--- config.mk ---
export PLATFORM = sky130hd
export DESIGN_NAME = kmeans_ram
export DESIGN_NICKNAME = d
export VERILOG_FILES = /design/src/hw/rtl/kmeans_ram.sv
export SDC_FILE = /design/constraint.sdc
export NUM_CORES = 2
export LEC_CHECK = 0
export ABC_AREA = 1
export BUFFER_PORTS_ARGS = -buffer_cell sky130_fd_sc_hd__buf_4
export CORE_UTILIZATION = 35
export DETAILED_ROUTE_END_ITERATION = 12
export GPL_TIMING_DRIVEN = 0
export PLACE_DENSITY = 0.47
export SYNTH_ARGS = -nofsm -noshare
export SYNTH_HDL_FRONTEND = slang
export SYNTH_SLANG_ARGS = --single-unit
--- constraint.sdc ---
create_clock -name clk -period 2.9 [get_ports clk]
set_input_delay 0.29 -clock clk [delete_from_list [all_inputs] [get_ports clk]]
set_output_delay 0.29 -clock clk [all_outputs]
set_load 0.1 [all_outputs]
--- src/hw/rtl/kmeans_ram.sv ---
module kmeans_ram #(
    parameter int WIDTH = 24,
    parameter int DEPTH = 128,
    parameter int AW    = (DEPTH > 1) ? $clog2(DEPTH) : 1
) (
    input  logic             clk,
    input  logic             we,
    input  logic [AW-1:0]    waddr,
    input  logic [WIDTH-1:0] wdata,
    input  logic [AW-1:0]    raddr,
    output logic [WIDTH-1:0] rdata
);

    logic [WIDTH-1:0] mem_reg [DEPTH];
    logic [WIDTH-1:0] rdata_reg;

    // One write port, one registered read port
    always_ff @(posedge clk)
    begin
        if (we)
        begin
            mem_reg[waddr] <= wdata;
        end
        rdata_reg <= mem_reg[raddr];
    end

    assign rdata = rdata_reg;

endmodule

==> flow_summary.yaml <==
run_status:
  outcome: "finished, violations left"
  violations: "negative setup slack"
route:
  dr.pass1.iters: 6
  vias_per_cell: 5.73
  postRouteAntennaNets: 0
  drtIter0Drc: 14700
  num_vias: 89900
  wirelength_mm: 575
  drc: 0
  post_drt_wl_per_cell_um: 36.6
timing:
  clock_skew_ps: 48.0
  fin_hold_ws_ps: 143
  setup_tns_ps: -820
  worstMarginPinSlew_ps: 1460
  fmax_mhz: 329
  max_slew_margin: 0.0280
  maxSlewViolCount: 0
  finalHoldViolations: 0
  grt_setup_unrepaired: "no"
  period_share: 1.05
  setup_viol: 12
  min_period_ps: 3040
  setup_ws_ps: -137
critical_path:
  cpPeakStageDelay_ps: 1080
  critPathLaunchType: "input port"
  cp_common_cell: "nand3_1"
  crit_path_cell_trace: "buf_4 > clkbuf_1 > clkbuf_1 > nand3_1 > nand3_1 > nand3_1 > nand3_1 > nand2_1"
  cp-end-kind: "flip-flop"
  critical-path-top-delay-family: "buffers and inverters"
  cp.arrival_ps: 3870
  cp.required_ps: 3730
  slowest_stage: "clkbuf_1"
  path_buf_inv: 3
  crit_fanout: 10
  crit_type: "in -> reg"
logic_synthesis:
  yosys-top-cells-count: "nand2_1, edfxtp_1, nand3_1, buf_2, nor2_1"
  synthFlopType: "edfxtp_1"
  synth.area.top_cells: "edfxtp_1, nand3_1, nand2_1, buf_2, buf_6"
  synth.mux.area_fraction: 0
  synth_compound_area_frac: 0
  syn_nets: 10100
  synth_top_family_by_area: "simple AND/OR/NAND/NOR gates"
  synthSimpleGateAreaFrac: 0.221
  synth_cell_types: 16
  netlist_area_sq_mm: 0.124
  synth_area_per_cell_sq_um: 12.3
  synth_async_sr_flop_share: 0
  synth_fa_ha_area_frac: 0
  synth_top_cell_area_share: 0.744
  yosysWarnings: 0
  yosysMostFrequentCell: "nand2_1"
  seq_area_frac_synth: 0.748
  synth-xor-area-share: 0
  synthesis.instances: 10100
  synth_top_area_cell: "edfxtp_1"
  synth.ff_latch_count: 3096
  synth-edff-count: 3072
floorplanning:
  fp-row-count: 218
  dieWidth_um: 597
  initial_core_util: 0.352
  dieArea_sq_mm: 0.357
  ios: 64
  die_y_um: 597
  coreArea_sq_mm: 0.353
global_routing:
  grt_pass1_wl_mm: 748
  grt_usage: 0.315
  grt_max_degree: 96
  grt_pass1_vias: 80500
  grt.overflow.total: 0
  antenna_found_initial: 50
final_layout:
  layout.cells.non_filler: 15700
  largest_reg_flops: 3072
  drive_gt1_frac: 0.124
  nFillCells: 33000
  areaGrowthSynthToFinish_pct: 17.6
  fin_area_sq_mm: 0.146
  nets: 10700
place:
  dpl_cell_area_sq_mm: 0.135
  port_buffers: 58
  dp.cells: 15000
  place.gp.congestion: 1.10
  hpwl_mm: 404
clocking:
  clk_latency_ps: 950
  path_clk_slew_ps: 70
  cts_tree: "yes"
  cts_sinks: 3096
  htree_levels: 5
  cts_root_buffer: "clkbuf_16"
  ctsLongestPathBuffers: 4
  post-cts-setup-buffers: 0
  numCtsBuffers: 341
worst_hold_path:
  worstHoldPathType: "in -> reg"
pwr:
  swShare: 0.253
  power_density_mw_per_mm2: 689
  p_total_uw: 100000
  power_frac_comb: 0.085
  power_frac_clock: 0.423
  ir_worst_vdd_v: 0.000487
  total_leakage_power_uw: 0.0506
  intPower_uw: 75000
  power_frac_seq: 0.492
  p_sw_uw: 25500
job:
  cap_violations: 0
## cell usage in the layout, fill, tap and decap left out, types with 7 or more instances in the layout
cell type	count
buf_4	116
dfxtp_1	24
clkinv_2	54
clkinv_1	69
nand2_1	3119
nor3_1	8
buf_1	53
diode_2	24
buf_12	111
clkbuf_1	165
clkbuf_2	17
clkbuf_16	354
edfxtp_1	3072
buf_8	8
bufinv_16	18
buf_6	78
dlygate4sd3_1	24
buf_16	42
clkinv_8	7
nor2_4	128
buf_2	381
nand3_1	3024
inv_1	20
inv_6	9
## cell families after synthesis
| kind of cell | after synthesis |
|---|---|
| flops | 3096 |
| simple gates | 6288 |
| buf+inv | 708 |
## area by class of cell
cell class / instances / area, sq um / share of cell area
clock inverter: 166 / 1390 / 0.00951
clock buffer: 443 / 9200 / 0.0631
buffer: 684 / 3920 / 0.0269
timing repair buffer: 234 / 4150 / 0.0284
inverter: 24 / 93.8 / 0.000643
sequential: 3096 / 92700 / 0.636
tap: 4730 / 5920 / 0.0406
multi-input combinational: 6288 / 28400 / 0.195
antenna: 24 / 60.1 / 0.000412
## final timing paths
check	start	endpoint	slack, ps	depth (start not counted)
worst min register to register	mem_reg[88][14]	rdata[14]	910	8
worst max-delay path	raddr[3]	rdata[14]	-140	8
worst min-delay path	raddr[6]	rdata[3]	140	3
worst max register to register	mem_reg[97][21]	rdata[21]	140	8
## metal layers
metal	vias up	track usage	wire (um)
li1	37400	-	-
met1	45900	0.449	238000
met2	5688	0.446	237000
met3	899	0.0830	67900
met4	14	0.145	31400
met5	-	0	87
## through the flow
| stage | utilization | setup slack, ps |
|---|---|---|
| after floorplan | - | 559 |
| after global placement | 0.370 | -3260 |
| after detailed placement | 0.382 | -1380 |
| after CTS | 0.413 | 9.90 |
| after global routing | 0.413 | 4.44 |
| final | 0.414 | -137 |
## worst reg2reg max path: cells and delay by family (launching register included)
family,cells,cell delay (ps)
flops,1,360
simple gates,8,2250
## repair_timing
action,in CTS,in global routing
pin swaps,0,0
endpoints found under the hold margin,1162,0
hold buffers,24,0
setup endpoints to repair,24,10
resized for setup,22,14
## power by group through the flow
| stage | sequential, uW | combinational, uW | clock (uW) |
|---|---|---|---|
| global route | 49500 | 8670 | 44200 |
| detailed placement | 50400 | 8200 | 0 |
| CTS | 49500 | 8250 | 42600 |
| global placement | 50500 | 7900 | 0 |
| floorplan | 50700 | 3040 | 0 |
| finish | 49500 | 8570 | 42500 |
Power figures use the tool's default switching activity.
